[src/hdl/sbl_pkg.sv]
// types and constants shared by the stack blur line filter
// no dependencies
package sbl_pkg;

  // channel and pixel layout
  localparam int CH_W   = 8;
  localparam int NUM_CH = 4;

  // configuration port and register widths
  localparam int CFG_IDX_W  = 2;
  localparam int CFG_DATA_W = 10;
  localparam int RADIUS_W   = 6;
  localparam int MUL_W      = 10;
  localparam int SHIFT_W    = 5;

  // register indexes
  localparam logic [CFG_IDX_W-1:0] REG_RADIUS     = 2'd0;
  localparam logic [CFG_IDX_W-1:0] REG_NORM_MUL   = 2'd1;
  localparam logic [CFG_IDX_W-1:0] REG_NORM_SHIFT = 2'd2;

  // register reset values
  localparam logic [RADIUS_W-1:0] RADIUS_RST = 6'd1;
  localparam logic [MUL_W-1:0]    MUL_RST    = 10'd512;
  localparam logic [SHIFT_W-1:0]  SHIFT_RST  = 5'd11;

  // channel 0 red, 1 green, 2 blue, 3 alpha
  typedef logic [NUM_CH-1:0][CH_W-1:0] pixel_t;

  // sequencer states
  typedef enum logic [1:0] {
    ST_IDLE,
    ST_ACC,
    ST_WAIT,
    ST_LOAD
  } seq_state_t;

  // per-tap control handed to the channel lanes
  typedef struct packed {
    logic term;
    logic first;
    logic last;
  } lane_ctl_t;

endpackage

[src/hdl/sbl_lane.sv]
// one channel lane: weighted tap accumulation, normalize multiply, shift and clip
// depends on sbl_pkg
module sbl_lane #(
  parameter int WGT_W = 7,
  parameter int ACC_W = 22
) (
  input  logic                       clk,
  input  logic                       rst,
  input  sbl_pkg::lane_ctl_t         ctl,
  input  logic [WGT_W-1:0]           weight,
  input  logic [sbl_pkg::CH_W-1:0]   px,
  input  logic [sbl_pkg::MUL_W-1:0]  mul,
  input  logic [sbl_pkg::SHIFT_W-1:0] shift,
  output logic [sbl_pkg::CH_W-1:0]   res,
  output logic                       res_valid
);
  import sbl_pkg::*;

  localparam int TERM_W = WGT_W + CH_W;
  localparam int PROD_W = ACC_W + MUL_W;

  logic [TERM_W-1:0] term_p;
  logic [ACC_W-1:0]  acc;
  logic [ACC_W-1:0]  acc_next;
  logic [PROD_W-1:0] prod;
  logic [PROD_W-1:0] prod_next;
  logic [PROD_W-1:0] shifted;
  logic [CH_W-1:0]   res_next;
  logic              sum_done;
  logic              norm_done;

  // weighted tap, restarting the sum on the first tap of a window
  assign term_p   = weight * px;
  assign acc_next = (ctl.first ? '0 : acc) + ACC_W'(term_p);

  // normalize and clip to the channel range
  assign prod_next = acc * mul;
  assign shifted   = prod >> shift;
  assign res_next  = (|shifted[PROD_W-1:CH_W]) ? '1 : shifted[CH_W-1:0];

  // stage strobes
  always_ff @(posedge clk) begin
    if (rst) begin
      sum_done  <= 1'b0;
      norm_done <= 1'b0;
      res_valid <= 1'b0;
    end else begin
      sum_done  <= ctl.term & ctl.last;
      norm_done <= sum_done;
      res_valid <= norm_done;
    end
  end

  // datapath registers
  always_ff @(posedge clk) begin
    if (ctl.term) begin
      acc <= acc_next;
    end
    if (sum_done) begin
      prod <= prod_next;
    end
    if (norm_done) begin
      res <= res_next;
    end
  end
endmodule

[config.mk]
export PLATFORM = sky130hd
export DESIGN_NAME = sbl_lane
export DESIGN_NICKNAME = d
export VERILOG_FILES = /design/src/hdl/sbl_pkg.sv /design/src/hdl/sbl_lane.sv
export SDC_FILE = /design/constraint.sdc
export NUM_CORES = 1
export LEC_CHECK = 0
export ABC_AREA = 1
export BUFFER_PORTS_ARGS = -buffer_cell sky130_fd_sc_hd__buf_2
export CORE_MARGIN = 8
export CORE_UTILIZATION = 35
export DETAILED_ROUTE_END_ITERATION = 16
export GPL_TIMING_DRIVEN = 1
export MAX_ROUTING_LAYER = met4
export PLACE_DENSITY = 0.53
export SETUP_SLACK_MARGIN = 0.5
export SYNTH_ARGS = -nofsm -noshare
export SYNTH_HDL_FRONTEND = slang
export SYNTH_SLANG_ARGS = --single-unit
export TNS_END_PERCENT = 50
[constraint.sdc]
create_clock -name clk -period 8 [get_ports clk]
set_input_delay 1.6 -clock clk [delete_from_list [all_inputs] [get_ports clk]]
set_output_delay 1.6 -clock clk [all_outputs]
set_load 0.01 [all_outputs]
==> results of run 1 <==
[registers in the layout (all words and copies together) (netlist names)]
signal / count
acc: 22
res: 8
res_valid: 1
norm_done: 1
sum_done: 1
prod: 32
[kinds of logic after synthesis]
| family | count (synthesis) | synth area share, % |
|---|---|---|
| XOR/XNOR | 44 | 2.912 |
| buffers and inverters | 483 | 13.84 |
| flip-flops | 65 | 14.52 |
| multiplexers | 2 | 0.1513 |
| adder cells (fa/ha/maj) | 307 | 40.37 |
| AND/OR/NAND/NOR | 737 | 22.69 |
| AO/OA/AOI/OAI | 133 | 5.503 |
[cell usage after synthesis, types with 3 or more instances]
master	n	area (um2)
buf_1	4	15.01
ha_1	107	1339
fa_1	200	4004
a31oi_1	5	31.28
nand4_1	7	43.79
o21ai_0	40	200.2
o211ai_1	5	37.54
nand3_1	138	690.7
o21a_1	3	22.52
a21boi_0	3	22.52
nand2_1	499	1873
inv_1	408	1531
xnor2_1	18	157.7
dfxtp_1	3	60.06
a21oi_1	66	330.3
xor2_1	26	227.7
edfxtp_1	62	1862
nor2_1	73	274.0
and2_1	5	31.28
nor3_1	5	25.02
o21bai_1	3	22.52
buf_2	15	75.07
clkbuf_1	54	202.7
a21o_1	4	30.03
or2_2	4	25.02
[per-layer routing]
metal / wire length, um / up-vias / GRT usage [%]
li1: - / 5306 / -
met1: 14910 / 5093 / 19.59
met2: 15650 / 183 / 26.78
met3: 1099 / 43 / 2.243
met4: 510 / 0 / 3.620
met5: 0 / - / -
[per-stage QoR]
stage	area [um2]	std cells	setup slack [ps]	util, %	hold WS [ps]
6_report	14120	2269	1672	37.67	595.0
5_1_grt	14120	2269	1269	37.67	674.7
4_1_cts	14120	2269	1693	37.67	612.3
3_5_place_dp	13800	2253	1319	36.82	603.7
3_3_place_gp	13800	2253	1368	36.82	586.8
2_1_floorplan	13230	1771	1813	-	527.5
[worst reg2reg max path, stage by stage (launching register included)]
cell and delay [ps]:
edfxtp_1 700, nand2_1 160, fa_1 600, inv_1 70
fa_1 490, fa_1 500, fa_1 520, inv_1 60
fa_1 480, inv_1 40, ha_1 340, nand2_1 120
nor2_1 150, inv_1 90, nor3_1 270, nand2_1 110
o211ai_1 280, xor2_1 110
[layout make-up]
cell class              instances  area [um2]  share of cell area, %
inverters                     410        1539                  10.90
flip-flops and latches         65        1922                  13.61
multi-input cells            1223        9479                  67.12
well taps                     511       639.4                  4.527
clock buffers                  10       229.0                  1.621
repair buffers                 44       222.7                  1.577
clock inverters                 6       92.59                 0.6556
[final timing paths]
| path | startpoint | end | depth (start not counted) | slack, ps |
|---|---|---|---|---|
| worst max-delay path | mul[2] | prod[21] | 21 | 1670 |
| worst min-delay path | norm_done | res_valid | 2 | 600 |
| worst max register to register | acc[19] | prod[25] | 17 | 2660 |
| worst min register to register | norm_done | res_valid | 2 | 600 |
==> impl_metrics.csv, run 1 <==
group,metric,value,unit
sta,skew,12.83,ps
sta,relSlewSlack,38.90,%
worst_setup_path,crit_family,"adder cells",
logic_synthesis,ys_warn_count,0,
worst_setup_path,path_cells,"buf_2, nand2_1, fa_1, inv_1, fa_1, inv_1, fa_1, inv_1, fa_1, inv_1, fa_1, inv_1, ha_1, a21oi_1, o21ai_0, a21oi_1, o21ai_0, nand2_1, o21ai_0, nand2_1, nand2_1",
worst_setup_path,critPathArrivalTime,6420,ps
final_layout,diodes,0,
logic_synthesis,netlist_area,13230,um2
clock_network,root_buffer,"clkbuf_16",
hold_path,holdCritPathClass,"register to register",
clock_network,cts_buffer_depth,2,
global_routing,antenna_found_initial,0,
logic_synthesis,synth_cell_types,34,
final_layout,nNetsFinal,2095,
floorplan,dieArea,44290,um2
sta,final_hold_viol_count,0,
drt,vias,10630,
drt,wire_per_inst,14.18,um
floorplan,ios,44,
clock_network,cts.sinks,65,
worst_setup_path,path_buf_inv,6,
worst_setup_path,cp.required,8090,ps
worst_setup_path,cp_max_fo,22,
sta,worstMarginPinSlew,915.5,ps
worst_setup_path,max_stage_delay,530,ps
floorplan,rows,71,
clock_network,ctsResizeCount,0,
clock_network,clkLatencyLatePin,350,ps
status,status,"complete, no violations",
sta,slew_violations,0,
worst_setup_path,critPathLaunchType,"input port",
final_layout,layout.cells.most_common_list,"nand2_1 (499), inv_1 (408), fa_1 (200)",
clock_network,cts_setup_buffers,0,
global_routing,grt_pass1_wl,55.52,mm
place,io_buffers,43,
floorplan,start_util,35.30,%
clock_network,cts_tree,"done",
sta,min_period,6328,ps
drt,drcViolationCount,0,
final_layout,fillers,4019,
logic_synthesis,synth.avg_cell_area,7.472,um2
worst_setup_path,path_class,"input port to register",
clock_network,htree_num_levels,3,
sta,period_share,79.10,%
place,place.gp.congestion,0.8716,
clock_network,cts_hold_buffers,0,
worst_setup_path,end_kind,"register",
drt,vias_per_cell,4.683,
final_layout,drive_above_1_share,3.754,%
global_routing,grt_use_total,15.70,%
logic_synthesis,netlist_instances,1771,
final_layout,syn_to_final_growth,6.732,%
sta,fmax,158.0,MHz
clock_network,cts_buffers,9,
floorplan,die_w,210.4,um
logic_synthesis,ys.flop_type,"edfxtp_1",
logic_synthesis,synth-async-reset-ratio,0,%
logic_synthesis,synth-seq-cells,65,
floorplan,chipHeight,210.4,um
drt,wl,32.17,mm
global_routing,grt_max_degree,34,
clock_network,path_clk_slew,60,ps
drt,drtIter0Drc,434,
logic_synthesis,synth_enable_flop_cells,62,
worst_setup_path,critPathSlowestCell,"fa_1",
sta,setup_violations,0,
drt,drtPass1Iterations,5,
place,hpwl,26.75,mm
global_routing,grt_pass1_vias,11400,
sta,rsz0062_at_grt,"false",
logic_synthesis,synth_fp_nets,2113,
flow_run,drv_cap,0,
final_layout,final_common_cell,"nand2_1",
floorplan,core-area,37490,um2
global_routing,grt_overflow,0,
drt,antenna_left,0,
sta,setup_tns,0,ps
logic_synthesis,ys_seq_area_share,14.52,%
Power of run 1 is not shown: default switching activity piles up to over one toggle a cycle in this logic, so the estimate is an artifact.
==> inputs of run 2 (changes only) <==
==> constraint.sdc (replaced) <==
create_clock -name clk -period 6.38 [get_ports clk]
set_input_delay 1.276 -clock clk [delete_from_list [all_inputs] [get_ports clk]]
set_output_delay 1.276 -clock clk [all_outputs]
set_load 0.01 [all_outputs]
==> impl_metrics.csv, run 2 (same netlist as run 1, synthesis figures left out) <==
group,metric,value,unit
clock_network,cts_buffers,9,
final_layout,reg.largest.list,"prod: 32 flops, acc: 22 flops, res: 8 flops",
flow_run,drv_cap,0,
clock_network,cts_hold_buffers,0,
global_routing,grt_max_degree,34,
global_routing,grt_overflow,0,
worst_setup_path,path_buf_inv,6,
sta,period_share,88.58,%
sta,min_period,5651,ps
hold_path,holdCritPathClass,"register to register",
worst_setup_path,r2r_slack,1130,ps
worst_setup_path,cp.required,6480,ps
clock_network,cts_tree,"done",
final_layout,final_common_cell,"nand2_1",
sta,whs,591.0,ps
place,place_area,13950,um2
place,hpwl,27.41,mm
drt,vias_per_cell,4.744,
final_layout,top_register,"prod",
floorplan,rows,71,
status,status,"complete, no violations",
floorplan,ios,44,
global_routing,grt_pass1_vias,11560,
worst_setup_path,path_cells,"clkbuf_4, buf_6, nand2_1, fa_1, inv_1, fa_1, fa_1, fa_1, inv_1, fa_1, inv_1, ha_2, nand2_1, inv_1, nand2_1, nor2_1, nand4_1, nand3_1, a21oi_1, xnor2_1",
drt,drtIter0Drc,539,
global_routing,grt_pass1_wl,57.32,mm
clock_network,root_buffer,"clkbuf_16",
drt,vias,10860,
global_routing,antenna_found_initial,0,
sta,skew,6.720,ps
clock_network,clkLatencyLatePin,350,ps
sta,rsz0062_at_grt,"true",
drt,drtPass1Iterations,5,
place,post-place-ws,-77.97,ps
sta,setup_tns,0,ps
sta,fmax,177.0,MHz
final_layout,layout.cells.most_common_list,"nand2_1 (499), inv_1 (408), fa_1 (200)",
final_layout,final_area,14340,um2
final_layout,nNetsFinal,2115,
sta,worstMarginPinSlew,958.2,ps
final_layout,largest_reg_flops,32,
worst_setup_path,critPathLaunchType,"input port",
final_layout,drive_above_1_share,5.568,%
sta,setup_slack,728.8,ps
worst_setup_path,critPathSlowestCell,"fa_1",
clock_network,path_clk_slew,60,ps
sta,relSlewSlack,36.05,%
sta,setup_violations,0,
clock_network,cts_setup_buffers,0,
drt,drcViolationCount,0,
worst_setup_path,end_kind,"register",
final_layout,syn_to_final_growth,8.349,%
drt,antenna_left,0,
worst_setup_path,max_stage_delay,530,ps
worst_setup_path,reg2reg_to,"prod[26]",
clock_network,cts.sinks,65,
global_routing,grt_use_total,16.19,%
floorplan,start_util,35.30,%
worst_setup_path,worstSetupStartpoint,"mul[2]",
sta,slew_violations,0,
worst_setup_path,cp_max_fo,12,
worst_setup_path,critPathCapture,"prod[24]",
floorplan,dieArea,44290,um2
worst_setup_path,r2r_start,"acc[19]",
place,io_buffers,43,
final_layout,diodes,0,
drt,wire_per_inst,14.45,um
worst_setup_path,path_depth,20,
place,place.gp.congestion,0.8731,
sta,final_hold_viol_count,0,
clock_network,htree_num_levels,3,
worst_setup_path,path_class,"input port to register",
floorplan,chipHeight,210.4,um
worst_setup_path,crit_family,"adder cells",
floorplan,core-area,37490,um2
clock_network,cts_buffer_depth,2,
worst_setup_path,crit_top_cell,"fa_1",
worst_setup_path,critPathArrivalTime,5750,ps
worst_setup_path,r2r_cells,18,
drt,wl,33.07,mm
floorplan,die_w,210.4,um
[run 2: what timing repair did]
| item | CTS | global route |
|---|---|---|
| endpoints found under the setup margin | 3 | 17 |
| resized for setup | 2 | 27 |
| cloned | 0 | 0 |
[run 2: worst min-delay path, cell delays in order (launching register included)]
cell and delay [ps]:
dfxtp_1 420, inv_1 90, nor2_1 40
[run 2: per-stage QoR]
step                      instances  util [%]
after CTS                      2289     38.08
after global placement         2273     37.22
after detailed placement       2273     37.22
after floorplan                1771         -
final                          2289     38.25
after global routing           2289     38.25
[run 2: how the worst min path moves through the flow]
stage / startpoint / end / slack, ps / cells after the start
global placement: norm_done / res_valid / 590 / 2
global route: norm_done / res_valid / 650 / 2
finish: norm_done / res_valid / 590 / 2
detailed placement: norm_done / res_valid / 600 / 2
CTS: norm_done / res_valid / 600 / 2
floorplan: norm_done / res_valid / 530 / 2
[run 2: layer usage]
layer  global-route usage, %  vias up  part of all wire (%)
met2                   27.95      210                    50
met1                   20.34     5271                    45
met4                   3.451        0                   1.4
li1                        -     5346                     -
met5                       -        -                     0
met3                   1.797       33                   3.5
[run 2: layout make-up]
cell class,count,area (um2)
Clock buffer,10,229.0
Clock inverter,6,91.34
Fill cell,4006,23150
Inverter,410,1539
Multi-Input combinational cell,1223,9523
Sequential cell,65,1922
Tap cell,511,639.4
Timing Repair Buffer,64,394.1
Power of run 2 is left out for the same reason.
==> inputs of run 3 (changes only) <==
==> constraint.sdc (replaced) <==
create_clock -name clk -period 5.79 [get_ports clk]
set_input_delay 1.158 -clock clk [delete_from_list [all_inputs] [get_ports clk]]
set_output_delay 1.158 -clock clk [all_outputs]
set_load 0.01 [all_outputs]
==> impl_metrics.csv, run 3 (same netlist as run 1, synthesis figures left out) <==
group,metric,value,unit
sta,period_share,90.82,%
final_layout,nNetsFinal,2178,
drt,drcViolationCount,0,
hold_path,min_from,"norm_done",
sta,rsz0062_at_grt,"true",
final_layout,fin_util,41.48,%
hold_path,min_path_cells,2,
hold_path,holdCritPathClass,"register to register",
sta,fmax,190.2,MHz
sta,worstMarginPinSlew,910.0,ps
global_routing,grt_overflow,0,
floorplan,die_w,210.4,um
sta,relSlewSlack,39.27,%
hold_path,hold_path_end,"res_valid",
worst_setup_path,r2r_start,"acc[5]",
worst_setup_path,cp.required,5890,ps
worst_setup_path,path_class,"input port to register",
final_layout,final_common_cell,"nand2_1",
sta,final_hold_viol_count,0,
final_layout,syn_to_final_growth,17.51,%
place,place.gp.congestion,0.9075,
clock_network,cts_hold_buffers,0,
clock_network,root_buffer,"clkbuf_16",
worst_setup_path,critPathLaunchType,"input port",
clock_network,htree_num_levels,3,
place,hpwl,27.26,mm
clock_network,cts_tree,"done",
drt,vias,11100,
drt,antenna_left,0,
floorplan,dieArea,44290,um2
final_layout,largest_reg_flops,32,
final_layout,reg.largest.list,"prod: 32 flops, acc: 22 flops, res: 8 flops",
worst_setup_path,cp_max_fo,6,
floorplan,ios,44,
floorplan,chipHeight,210.4,um
drt,vias_per_cell,4.718,
final_layout,drive_above_1_share,14.34,%
sta,min_period,5258,ps
floorplan,start_util,35.30,%
global_routing,grt_pass1_wl,57.44,mm
sta,skew,9.587,ps
clock_network,cts.sinks,65,
worst_setup_path,r2r_cells,16,
floorplan,rows,71,
final_layout,top_register,"prod",
flow_run,drv_cap,0,
worst_setup_path,r2r_slack,730,ps
worst_setup_path,end_kind,"register",
global_routing,antenna_found_initial,0,
global_routing,grt_use_total,16.23,%
clock_network,cts_buffer_depth,2,
worst_setup_path,critPathArrivalTime,5360,ps
drt,drtIter0Drc,471,
clock_network,cts_buffers,9,
global_routing,grt_pass1_vias,11800,
floorplan,core-area,37490,um2
clock_network,path_clk_slew,60,ps
global_routing,grt_max_degree,34,
place,io_buffers,43,
status,status,"complete, no violations",
clock_network,clkLatencyLatePin,360,ps
worst_setup_path,reg2reg_to,"prod[29]",
final_layout,layout.cells.most_common_list,"nand2_1 (475), inv_1 (392), fa_1 (196)",
final_layout,diodes,0,
drt,wire_per_inst,14.33,um
sta,setup_violations,0,
drt,drtPass1Iterations,5,
sta,slew_violations,0,
drt,wl,33.71,mm
-- run 3: how the worst max path moves through the flow --
stage	from	to	slack (ps)	depth (start not counted)
detailed placement	mul[1]	prod[25]	-300	19
finish	mul[1]	prod[29]	530	18
CTS	mul[1]	prod[30]	480	19
global placement	mul[1]	prod[25]	-260	19
floorplan	mul[6]	prod[30]	480	20
global route	mul[1]	prod[21]	360	21
-- run 3: final cells by class --
class / instances / area (um2)
Clock buffer: 10 / 229.0
Clock inverter: 6 / 115.1
Fill cell: 3887 / 21940
Inverter: 410 / 1539
Multi-Input combinational cell: 1223 / 10050
Sequential cell: 65 / 1922
Tap cell: 511 / 639.4
Timing Repair Buffer: 127 / 1060
-- run 3: metal layers --
| metal | global-route usage, % | share of wire (%) |
|---|---|---|
| met3 | 2.451 | 3.5 |
| met4 | 3.427 | 1.5 |
| met1 | 19.87 | 45 |
| met5 | - | 0 |
| met2 | 28.16 | 50 |
-- run 3: repair_timing --
item | CTS | global route
pin swaps | 17 | 53
gates resized for setup | 62 | 104
gates cloned | 2 | 1
endpoints found under the hold margin | 0 | 0
endpoints found under the setup margin | 19 | 24
buffers inserted | 15 | 7
-- run 3: critical path, cell delays in order --
cell	delay, ps
buf_12	110
buf_4	130
nand2_1	70
fa_1	560
inv_1	50
fa_1	480
fa_1	560
fa_1	430
fa_1	440
ha_1	360
a21oi_2	210
buf_4	140
o21a_1	140
o21ai_2	100
buf_4	150
nand2_2	60
nand2_2	60
xor2_1	150
-- run 3: per-stage QoR --
stage                     hold slack, ps  TNS, ps  worst slack [ps]  std cells  area, um2
after floorplan                    527.5        0             477.0       1771      13420
after global placement             587.0   -910.7            -262.0       2311      14360
after detailed placement           591.1    -1355            -302.8       2311      14360
after CTS                          599.5        0             480.8       2344      15100
after global routing               642.8        0             356.2       2352      15550
final                              579.2        0             531.7       2352      15550
Power of run 3 is left out for the same reason.
