**src/hdl/sbl_pkg.sv**
```systemverilog
// types and constants shared by the stack blur line filter
// no dependencies
package sbl_pkg;

  // channel and pixel layout
  localparam int CH_W   = 8;
  localparam int NUM_CH = 4;

  // configuration port and register widths
  localparam int CFG_IDX_W  = 2;
  localparam int CFG_DATA_W = 10;
  localparam int RADIUS_W   = 6;
  localparam int MUL_W      = 10;
  localparam int SHIFT_W    = 5;

  // register indexes
  localparam logic [CFG_IDX_W-1:0] REG_RADIUS     = 2'd0;
  localparam logic [CFG_IDX_W-1:0] REG_NORM_MUL   = 2'd1;
  localparam logic [CFG_IDX_W-1:0] REG_NORM_SHIFT = 2'd2;

  // register reset values
  localparam logic [RADIUS_W-1:0] RADIUS_RST = 6'd1;
  localparam logic [MUL_W-1:0]    MUL_RST    = 10'd512;
  localparam logic [SHIFT_W-1:0]  SHIFT_RST  = 5'd11;

  // channel 0 red, 1 green, 2 blue, 3 alpha
  typedef logic [NUM_CH-1:0][CH_W-1:0] pixel_t;

  // sequencer states
  typedef enum logic [1:0] {
    ST_IDLE,
    ST_ACC,
    ST_WAIT,
    ST_LOAD
  } seq_state_t;

  // per-tap control handed to the channel lanes
  typedef struct packed {
    logic term;
    logic first;
    logic last;
  } lane_ctl_t;

endpackage

```
**src/hdl/sbl_res_if.sv**
```systemverilog
// result request channel: valid/ready plus one blurred pixel and last flag
// depends on sbl_pkg
interface sbl_res_if;
  import sbl_pkg::*;

  logic            valid;
  logic            ready;
  logic [CH_W-1:0] out_red;
  logic [CH_W-1:0] out_green;
  logic [CH_W-1:0] out_blue;
  logic [CH_W-1:0] out_alpha;
  logic            out_last;

  modport source (output valid, out_red, out_green, out_blue, out_alpha, out_last,
                  input ready);
  modport sink (input valid, out_red, out_green, out_blue, out_alpha, out_last,
                output ready);
endinterface

```
**src/hdl/sbl_out.sv**
```systemverilog
// output stage: merges the four lane results and the last flag into the
// result register that faces the result channel; depends on sbl_pkg, sbl_res_if
module sbl_out (
  input  logic             clk,
  input  logic             rst,
  input  logic             load,
  input  sbl_pkg::pixel_t  px,
  input  logic             last,
  output logic             free,
  sbl_res_if.source        res
);
  import sbl_pkg::*;

  logic   valid;
  pixel_t data;
  logic   data_last;

  // register can take a new result when empty or being drained this cycle
  assign free = !valid || res.ready;

  always_ff @(posedge clk) begin
    if (rst) begin
      valid <= 1'b0;
    end else if (load) begin
      valid <= 1'b1;
    end else if (res.ready) begin
      valid <= 1'b0;
    end
  end

  always_ff @(posedge clk) begin
    if (load) begin
      data      <= px;
      data_last <= last;
    end
  end

  assign res.valid     = valid;
  assign res.out_red   = data[0];
  assign res.out_green = data[1];
  assign res.out_blue  = data[2];
  assign res.out_alpha = data[3];
  assign res.out_last  = data_last;
endmodule

```
**src/flat_wrapper.sv**
```systemverilog
// flat-port wrapper written by rule: the top's interface ports become plain ports
module sbl_out_flat import sbl_pkg::*;
  (clk, rst, load, px, last, free, res_valid, res_out_red, res_out_green, res_out_blue, res_out_alpha, res_out_last, res_ready);
  sbl_res_if res_i ();
  input  logic clk;
  input  logic rst;
  input  logic load;
  input  sbl_pkg::pixel_t px;
  input  logic last;
  output logic free;
  output wire logic [$bits(res_i.valid)-1:0] res_valid;
  output wire logic [$bits(res_i.out_red)-1:0] res_out_red;
  output wire logic [$bits(res_i.out_green)-1:0] res_out_green;
  output wire logic [$bits(res_i.out_blue)-1:0] res_out_blue;
  output wire logic [$bits(res_i.out_alpha)-1:0] res_out_alpha;
  output wire logic [$bits(res_i.out_last)-1:0] res_out_last;
  input wire logic [$bits(res_i.ready)-1:0] res_ready;
  assign res_valid = res_i.valid;
  assign res_out_red = res_i.out_red;
  assign res_out_green = res_i.out_green;
  assign res_out_blue = res_i.out_blue;
  assign res_out_alpha = res_i.out_alpha;
  assign res_out_last = res_i.out_last;
  assign res_i.ready = res_ready;
  sbl_out u_core (.clk(clk), .rst(rst), .load(load), .px(px), .last(last), .free(free), .res(res_i));
endmodule
```
**config.mk**
```make
export PLATFORM = sky130hd
export DESIGN_NAME = sbl_out_flat
export DESIGN_NICKNAME = d
export VERILOG_FILES = /design/src/hdl/sbl_pkg.sv /design/src/hdl/sbl_res_if.sv /design/src/hdl/sbl_out.sv /design/src/flat_wrapper.sv
export SDC_FILE = /design/constraint.sdc
export NUM_CORES = 1
export LEC_CHECK = 0
export BUFFER_PORTS_ARGS = -buffer_cell sky130_fd_sc_hd__buf_2
export CORE_MARGIN = 2
export CORE_UTILIZATION = 42
export DETAILED_ROUTE_END_ITERATION = 10
export PLACE_DENSITY = 0.81
export SYNTH_ARGS = -nofsm -noshare
export SYNTH_HDL_FRONTEND = slang
export SYNTH_SLANG_ARGS = --single-unit
export TNS_END_PERCENT = 20
```
**constraint.sdc**
```tcl
create_clock -name clk -period 2 [get_ports clk]
set_clock_uncertainty 0.1 [all_clocks]
set_input_delay 0 -clock clk [delete_from_list [all_inputs] [get_ports clk]]
set_output_delay 0 -clock clk [all_outputs]
set_load 0.01 [all_outputs]
```
==> results of run 1 <==
flip-flops by register name, indices dropped and copies added, names as in the netlist:
name                  cells
u_core.res.out_green      8
u_core.res.valid          1
u_core.res.out_blue       8
u_core.res.out_red        8
u_core.res.out_last       1
u_core.res.out_alpha      8
cells by family (layout without fill, tap and decap cells):
group	count (synthesis)	in the layout	synth area share, %
flops	34	34	97.5
compound gates	1	1	0.845
simple gates	1	1	1.33
buf+inv	1	115	0.362
through the flow:
step / total power [mW] / std cells
5_1_grt: 1.45 / 181
3_5_place_dp: 1.01 / 138
6_report: 1.39 / 181
2_1_floorplan: 0.909 / 37
3_3_place_gp: 1.00 / 138
4_1_cts: 1.40 / 181
synthesized netlist by cell type, drive strengths merged:
cell / number
dfxtp: 1
a21oi: 1
inv: 1
edfxtp: 33
nand2b: 1
routing by layer:
metal  wire, um  vias up
li1           -      371
met3        266        2
met1        898      352
met4         26        0
met5          0        -
met2       1510       61
power breakdown:
part	internal [mW]	switching [mW]
logic	0.107	0.0843
clock network	0.132	0.204
registers	0.842	0.0162
total	1.08	0.305
cell type report:
cell class              count  area, um2
flip-flops and latches     34       1010
repair buffers            106        706
fillers                   129        579
clock buffers               6       41.3
well taps                  30       37.5
multi-input cells           2       22.5
clock inverters             2       8.76
inverters                   1       3.75
worst max-delay path by stage:
| stage | end | slack (ns) | cells past startpoint |
|---|---|---|---|
| detailed placement | u_core.res.out_blue[0] | 0.96 | 1 |
| global placement | u_core.res.out_blue[6] | 1.0 | 1 |
| CTS | u_core.res.valid | 0.71 | 3 |
| global route | u_core.res.valid | 0.67 | 3 |
| floorplan | u_core.res.valid | 1.24 | 2 |
| finish | u_core.res.valid | 0.71 | 3 |
cell usage in the layout, fill, tap and decap left out, drive strengths merged:
cell type and count:
dfxtp 1, nand2b 1, a21oi 1, edfxtp 33
buf 71, clkinv 2, clkbuf 6, inv 1
dlygate4sd3 35
==> impl_metrics.tcl, run 1 <==
set metrics [dict create \
    cts_tree "built" \
    start_util_pct 43.0 \
    io_pins 72 \
    portBuffers 71 \
    cts_setup_buffers 0 \
    crit_buf_inv 1 \
    hold_end "u_core.res.out_green[5]" \
    ys_seq_area_share_pct 97.5 \
    mappedNetlistArea_um2 1040 \
    place.gp.congestion 0.658 \
    relSlewSlack_pct 53.4 \
    synth_top_area_cell "edfxtp_1" \
    rsz0062_at_grt "no" \
    r2r_end "u_core.res.valid" \
    grt_pass1_wl_um 3740 \
    antenna_left 0 \
    grt.met2_usage_pct 38.2 \
    antennaDiodeCount 0 \
    period_needed_ns 1.29 \
    drt-initial-drc-count 16 \
    die_h_um 53.7 \
    fin_util_pct 76.0 \
    ff2ff_path_depth 3 \
    drive_above_1_share_pct 52.3 \
    max_stage_delay_ns 0.55 \
    synth_cells 37 \
    yosysWarningCount 0 \
    setup.worst_path.start "u_core.res.valid" \
    hold_viol 0 \
    clock_path_buffers 2 \
    min_path_type "in2reg" \
    synthTopCellsByArea "edfxtp_1 (96%), dfxtp_1 (1.9%), nand2b_4 (1.3%)" \
    postPlaceCellArea_um2 1430 \
    holdWs_ns 0.165 \
    dr.pass1.iters 4 \
    worst_setup_path_end_kind "flip-flop" \
    synth.distinct_cells 5 \
    holdBufCountCts 35 \
    crit_path_max_fanout 2 \
    wirelength_um 2700 \
    die_width_um 53.7 \
    post_cts_resized 0 \
    grt_overflow 0 \
    hpwl_um 1350 \
    peakVddDrop_mv 0.682 \
    worstPathRequired_ns 2.17 \
    max_freq_ghz 0.777 \
    fin_crit_sh_pct 64.4 \
    synth_top_area_share_pct 95.5 \
    worst_slew_pin_slew_ns 0.698 \
    p_leak_nw 0.802 \
    cts_max_level 2 \
    rows 18 \
    coreArea_um2 2410 \
    cts_root_buf "clkbuf_4" \
    cp_slowest_cell "dlygate4sd3_1" \
    outcome "finished clean" \
    rrSetupSlack_ns 0.71 \
    dr_total_vias 786 \
    clk_pin_slew_ns 0.10 \
    min_from "load" \
    synth-seq-cells 34 \
    worst_slack_ns 0.713 \
    setup.worst_path.class "reg2reg" \
    cp-start-kind "flip-flop" \
    syn_avg_cell_area_um2 28.0 \
    syn_nets 74 \
    grt_pass1_vias 830 \
    use_met3_pct 10.0 \
    grt_usage_pct 20.8 \
    critical_path_arrival_ns 1.46 \
    final_cell_area_um2 1830 \
    hold_depth 1 \
    grt_start_max_net_pins 35 \
    numCtsBuffers 5 \
    grt_antenna_before_repair 0 \
    use_met1_pct 18.3 \
    drc 0 \
    cts_sinks 34 \
    path_cells "nand2b_4, a21oi_2, dlygate4sd3_1" \
    setup-violations-final 0 \
    r2r_start "u_core.res.valid" \
    dp_slack_ns 0.962 \
    wl_per_cell_um 14.9 \
    maxSlewViolCount 0 \
    dieArea_um2 2880 \
    path_delay_family "buffers and inverters" \
    clk_latency_ns 0.32 \
    final_nets 187 \
    fin_tns_setup_ns 0 \
    viasPerCell 4.34 \
    powerDensity_nw_per_um2 757 \
    areaGrowthSynthToFinish_pct 76.5 \
    maxCapViolCount 0 \
    top_usage_layer "met2" \
]
No activity file was read; power rests on OpenSTA's default activity.
==> run 2, diff against run 1 <==
--- a/config.mk
+++ b/config.mk
@@ -5,11 +5,12 @@
 export SDC_FILE = /design/constraint.sdc
 export NUM_CORES = 1
 export LEC_CHECK = 0
+export ABC_AREA = 1
 export BUFFER_PORTS_ARGS = -buffer_cell sky130_fd_sc_hd__buf_2
 export CORE_MARGIN = 2
-export CORE_UTILIZATION = 42
+export CORE_UTILIZATION = 39
 export DETAILED_ROUTE_END_ITERATION = 10
-export PLACE_DENSITY = 0.81
+export PLACE_DENSITY = 0.76
 export SYNTH_ARGS = -nofsm -noshare
 export SYNTH_HDL_FRONTEND = slang
 export SYNTH_SLANG_ARGS = --single-unit
==> constraint.sdc (replaced) <==
create_clock -name clk -period 1.3 [get_ports clk]
set_clock_uncertainty 0.1 [all_clocks]
set_input_delay 0 -clock clk [delete_from_list [all_inputs] [get_ports clk]]
set_output_delay 0 -clock clk [all_outputs]
set_load 0.01 [all_outputs]
==> run 2 against run 1 <==
Compared with the run above: first-iteration DRC count did not move; routed wire length rose by 3.7%; sequential cell count did not move; non-clock buffer count is 3 higher; maximum frequency is 6.3% higher; clock power grew 54%; synthesized cell count rose by 2.7%; worst setup slack lost 0.62 ns; sequential share of layout area is 0.63 points lower; die area increased by 6.7%; critical endpoint unchanged.
==> impl_metrics.tcl, run 2 <==
set metrics [dict create \
    maxSlewViolCount 0 \
    cp_slowest_cell "dlygate4sd3_1" \
    setup.worst_path.class "reg2reg" \
    final_common_cell "buf_2" \
    synthFlopType "edfxtp_1" \
    yosysMostFrequentCell "edfxtp_1" \
    clk_latency_ns 0.31 \
    wirelength_um 2800 \
    p_seq_share_pct 61.6 \
    rows 18 \
    synthTopCellsByArea "edfxtp_1 (96%), dfxtp_1 (1.9%), a21oi_2 (0.85%)" \
    cts_max_level 2 \
    max_stage_delay_ns 0.54 \
    worst_slew_pin_slew_ns 0.508 \
    synth_top_area_share_pct 95.9 \
    setup-violations-final 0 \
    ys_seq_area_share_pct 97.8 \
    areaGrowthSynthToFinish_pct 79.2 \
    io_pins 72 \
    synth-seq-cells 34 \
    mappedNetlistArea_um2 1030 \
    min_path_type "in2reg" \
    die_h_um 55.5 \
    coreArea_um2 2500 \
    viasPerCell 4.41 \
    path_delay_family "buffers and inverters" \
    final_cells 185 \
    synth_top_area_cell "edfxtp_1" \
    drt-initial-drc-count 16 \
    final_cell_area_um2 1850 \
    period_needed_ns 1.21 \
    synth_cells 38 \
    portBuffers 71 \
    antenna_left 0 \
    worst_setup_path_end_kind "flip-flop" \
    postPlaceCellArea_um2 1440 \
    met2_length_um 1620 \
    p_int_mw 1.67 \
    p_clk_share_pct 24.2 \
    worstPathRequired_ns 1.47 \
    grt_antenna_before_repair 0 \
    drive_above_1_share_pct 52.3 \
    drc 0 \
    place.gp.congestion 0.624 \
    cts_setup_buffers 0 \
    path_cells "nand2_2, a21oi_2, dlygate4sd3_1" \
    synthArstFlopShare_pct 0 \
    dieArea_um2 3080 \
    highest_layer "met4" \
    met1Wirelength_um 861 \
    dr.pass1.iters 4 \
    cts_tree "built" \
    grt_usage_pct 19.4 \
    hpwl_um 1440 \
    final_nets 191 \
    syn_avg_cell_area_um2 27.2 \
    outcome "finished clean" \
    powerDensity_nw_per_um2 1150 \
    crit_path_max_fanout 2 \
    wl_per_cell_um 15.1 \
    numCtsBuffers 5 \
    grt_pass1_vias 882 \
    peakVddDrop_mv 0.938 \
    dr_total_vias 816 \
    grt_overflow 0 \
    hold_viol 0 \
    relSlewSlack_pct 66.0 \
    post_cts_resized 0 \
    p_leak_nw 0.815 \
    power.switching_mw 0.471 \
    netSwitchingFraction_pct 22.0 \
    synth_edf_count 33 \
    fin_crit_sh_pct 93.2 \
    clock_path_buffers 2 \
    clk_pin_slew_ns 0.10 \
    cts_root_buf "clkbuf_4" \
    start_util_pct 41.3 \
    p_comb_share_pct 14.2 \
    dp_cells 141 \
    maxCapViolCount 0 \
    die_width_um 55.5 \
    yosysWarningCount 0 \
    max_freq_ghz 0.826 \
    crit_buf_inv 1 \
    grt_pass1_wl_um 4250 \
    rsz0062_at_grt "no" \
    fin_tns_setup_ns 0 \
    grt_start_max_net_pins 23 \
    synth.distinct_cells 5 \
    yosys-top-cells-count "edfxtp_1 (33), inv_1 (2), a21oi_2 (1), dfxtp_1 (1), nand2_2 (1)" \
    final_cell_mix "buf_2 (71), dlygate4sd3_1 (36), edfxtp_1 (33)" \
    critical_path_arrival_ns 1.38 \
    cp-start-kind "flip-flop" \
    cts_sinks 34 \
    antennaDiodeCount 0 \
    met3_length_um 250 \
    syn_nets 75 \
]
## run 2: area by class of cell
type	count	area (um2)
clock buffers	6	41.3
clock inverters	2	8.76
fillers	158	648
inverters	2	7.51
multi-input cells	2	15.0
flip-flops and latches	34	1010
well taps	30	37.5
repair buffers	109	731
## run 2: kinds of logic (layout without fill, tap and decap cells)
family | count (synthesis) | in the layout | share of synthesized area, %
AO/OA/AOI/OAI | 1 | 1 | 0.848
buffers and inverters | 2 | 119 | 0.727
flip-flops | 34 | 34 | 97.8
AND/OR/NAND/NOR | 1 | 1 | 0.606
## run 2: path summary, 6_finish.rpt
check,startpoint,endpoint,slack (ns),depth (start not counted)
setup / recovery,u_core.res.valid,u_core.res.valid,0.09,3
hold / removal,load,u_core.res.out_green[4],0.08,2
setup reg to reg,u_core.res.valid,u_core.res.valid,0.09,3
hold reg to reg,u_core.res.valid,u_core.res.valid,0.93,3
## run 2: routing by layer
layer  vias to the layer above  GRT usage [%]
met3                         9           7.49
met1                       376           17.5
met4                         0           9.41
met2                        51           36.9
met5                         -              0
li1                        380              -
## run 2: worst register-to-register path: cells and delay by family (launching register included)
kind                   cells  cell delay (ns)
AOI/OAI and AO/OA          1             0.10
DFF                        1             0.36
and+or+nand+nor            1             0.07
buffers and inverters      1             0.54
## run 2: per-stage QoR
stage	hold slack (ns)	setup WS (ns)	total power [mW]	util [%]
6_report	0.0815	0.0889	2.14	74.1
2_1_floorplan	-0.0376	0.563	1.40	-
3_5_place_dp	0.0690	0.507	1.55	57.7
4_1_cts	0.0769	0.0848	2.13	74.1
3_3_place_gp	0.0608	0.514	1.54	57.7
5_1_grt	0.0707	0.0298	2.23	74.1
## run 2: repair_timing
| action | 4_1_cts | 5_1_grt |
|---|---|---|
| hold endpoints to repair | 45 | 0 |
| hold buffers | 36 | 0 |
| endpoints found under the setup margin | 0 | 0 |
## run 2: power by group through the flow
stage	combinational, mW	sequential, mW	clock [mW]
final	0.304	1.32	0.517
after global routing	0.323	1.33	0.583
after CTS	0.295	1.32	0.523
after detailed placement	0.211	1.34	0
after global placement	0.206	1.34	0
after floorplan	0.00536	1.39	0
==> run 3, diff against run 2 <==
--- a/config.mk
+++ b/config.mk
@@ -5,7 +5,6 @@
 export SDC_FILE = /design/constraint.sdc
 export NUM_CORES = 1
 export LEC_CHECK = 0
-export ABC_AREA = 1
 export BUFFER_PORTS_ARGS = -buffer_cell sky130_fd_sc_hd__buf_2
 export CORE_MARGIN = 2
 export CORE_UTILIZATION = 39
==> run 3 against run 2 <==
Compared with the run above: sequential share of layout area is 0.24 points lower; non-clock buffer count stayed put; largest cell class unchanged; via count fell by 1.6%; routed wire length decreased by 6.9%.
==> impl_metrics.tcl, run 3 (same netlist as run 1, synthesis figures left out) <==
set metrics [dict create \
    outcome "finished clean" \
    max_stage_delay_ns 0.36 \
    setup.worst_path.start "u_core.res.valid" \
    wl_per_cell_um 14.2 \
    rrSetupSlack_ns 0.57 \
    grt_start_max_net_pins 22 \
    rows 18 \
    cp-start-kind "flip-flop" \
    final_common_cell "buf_2" \
    coreArea_um2 2500 \
    powerDensity_nw_per_um2 1170 \
    r2r_start "u_core.res.valid" \
    endpoint "res_valid" \
    dr_total_vias 803 \
    cts_tree "built" \
    grt_pass1_vias 837 \
    die_width_um 55.6 \
    viasPerCell 4.36 \
    path_delay_family "flip-flops" \
    min_path_type "in2reg" \
    critical_path_arrival_ns 0.94 \
    maxCapViolCount 0 \
    cp_slowest_cell "dfxtp_4" \
    period_needed_ns 1.04 \
    start_util_pct 41.5 \
    rsz0062_at_grt "no" \
    p_leak_nw 0.821 \
    dr.pass1.iters 4 \
    setup-violations-final 0 \
    grt_overflow 0 \
    relSlewSlack_pct 82.9 \
    grt_usage_pct 18.0 \
    crit_path_max_fanout 2 \
    drive_above_1_share_pct 54.5 \
    io_pins 72 \
    path_cells "buf_4, buf_2" \
    final_cell_mix "buf_2 (71), dlygate4sd3_1 (35), edfxtp_1 (33)" \
    die_h_um 55.6 \
    worstPathRequired_ns 1.20 \
    clock_path_buffers 2 \
    fin_tns_setup_ns 0 \
    peakVddDrop_mv 1.09 \
    antenna_left 0 \
    ff2ff_path_depth 2 \
    numCtsBuffers 5 \
    portBuffers 71 \
    place.gp.congestion 0.666 \
    areaGrowthSynthToFinish_pct 80.0 \
    antennaDiodeCount 0 \
    hold_viol 0 \
    final_cell_area_um2 1870 \
    worst_setup_path_end_kind "primary output" \
    hold_depth 2 \
    drc 0 \
    path_depth 2 \
    final_nets 190 \
    r2r_end "u_core.res.valid" \
    grt_pass1_wl_um 3910 \
    wirelength_um 2610 \
    fin_crit_sh_pct 79.9 \
    worst_slew_pin_slew_ns 0.257 \
    drt-initial-drc-count 26 \
    dieArea_um2 3090 \
    setup.worst_path.class "reg2out" \
    clk_latency_ns 0.32 \
    cts_max_level 2 \
    fin_util_pct 74.7 \
    grt_antenna_before_repair 0 \
    postPlaceCellArea_um2 1450 \
    min_from "load" \
    cts_root_buf "clkbuf_4" \
    cts_sinks 34 \
    max_freq_ghz 0.962 \
    crit_buf_inv 2 \
    clk_pin_slew_ns 0.10 \
    maxSlewViolCount 0 \
]
==> run 3: cell count changes in the layout (fill, tap and decap cells not counted) <==
cell	before	now
inv_1	2	1
clkbuf_8	0	1
dlygate4sd3_1	36	35
buf_4	2	3
dfxtp_4	0	1
nand2_2	1	0
nand2b_4	0	1
dfxtp_1	1	0
clkinv_1	1	0
==> run 3: per-layer routing <==
layer / share of wire (%) / GRT usage (%) / wire, um
met1: 36 / 17.8 / 936
met2: 51 / 29.6 / 1340
met3: 11 / 10.5 / 288
met4: 1.5 / 9.76 / 40
met5: 0 / 0 / 0
==> run 3: layout make-up <==
class	count	area, um2
clock buffers	7	55.1
clock inverters	1	5.00
fillers	151	633
inverters	1	3.75
multi-input cells	2	22.5
flip-flops and latches	34	1010
well taps	30	37.5
repair buffers	109	728
==> run 3: power by group <==
| part | switching, mW | internal, mW |
|---|---|---|
| clock network | 0.313 | 0.262 |
| logic | 0.129 | 0.170 |
| registers | 0.0216 | 1.29 |
==> run 3: timing repair <==
| action | in CTS | in global routing |
|---|---|---|
| setup endpoints to repair | 0 | 1 |
| gates resized for setup | 0 | 2 |
| buffers inserted | 0 | 1 |
| hold buffers | 35 | 1 |
| endpoints found under the hold margin | 34 | 1 |
==> run 3: worst reg2reg max path: stages (launching register included) <==
cell      delay (ns)
dfxtp_4         0.37
nand2b_4        0.06
a21oi_2         0.14
==> run 3: how the worst min path moves through the flow <==
stage / endpoint
2_1_floorplan: u_core.res.valid
3_3_place_gp: u_core.res.valid
3_5_place_dp: u_core.res.valid
4_1_cts: u_core.res.out_blue[1]
5_1_grt: u_core.res.out_alpha[5]
6_report: u_core.res.out_green[3]
==> run 3: through the flow <==
stage | hold WS (ns) | power [mW] | setup WS [ns] | instances
global route | 0.0204 | 2.28 | 0.223 | 184
global placement | 0.0634 | 1.54 | 0.532 | 140
detailed placement | 0.0641 | 1.55 | 0.519 | 140
finish | 0.0223 | 2.19 | 0.261 | 184
CTS | 0.00152 | 2.20 | 0.0340 | 183
floorplan | -0.0376 | 1.40 | 0.537 | 37
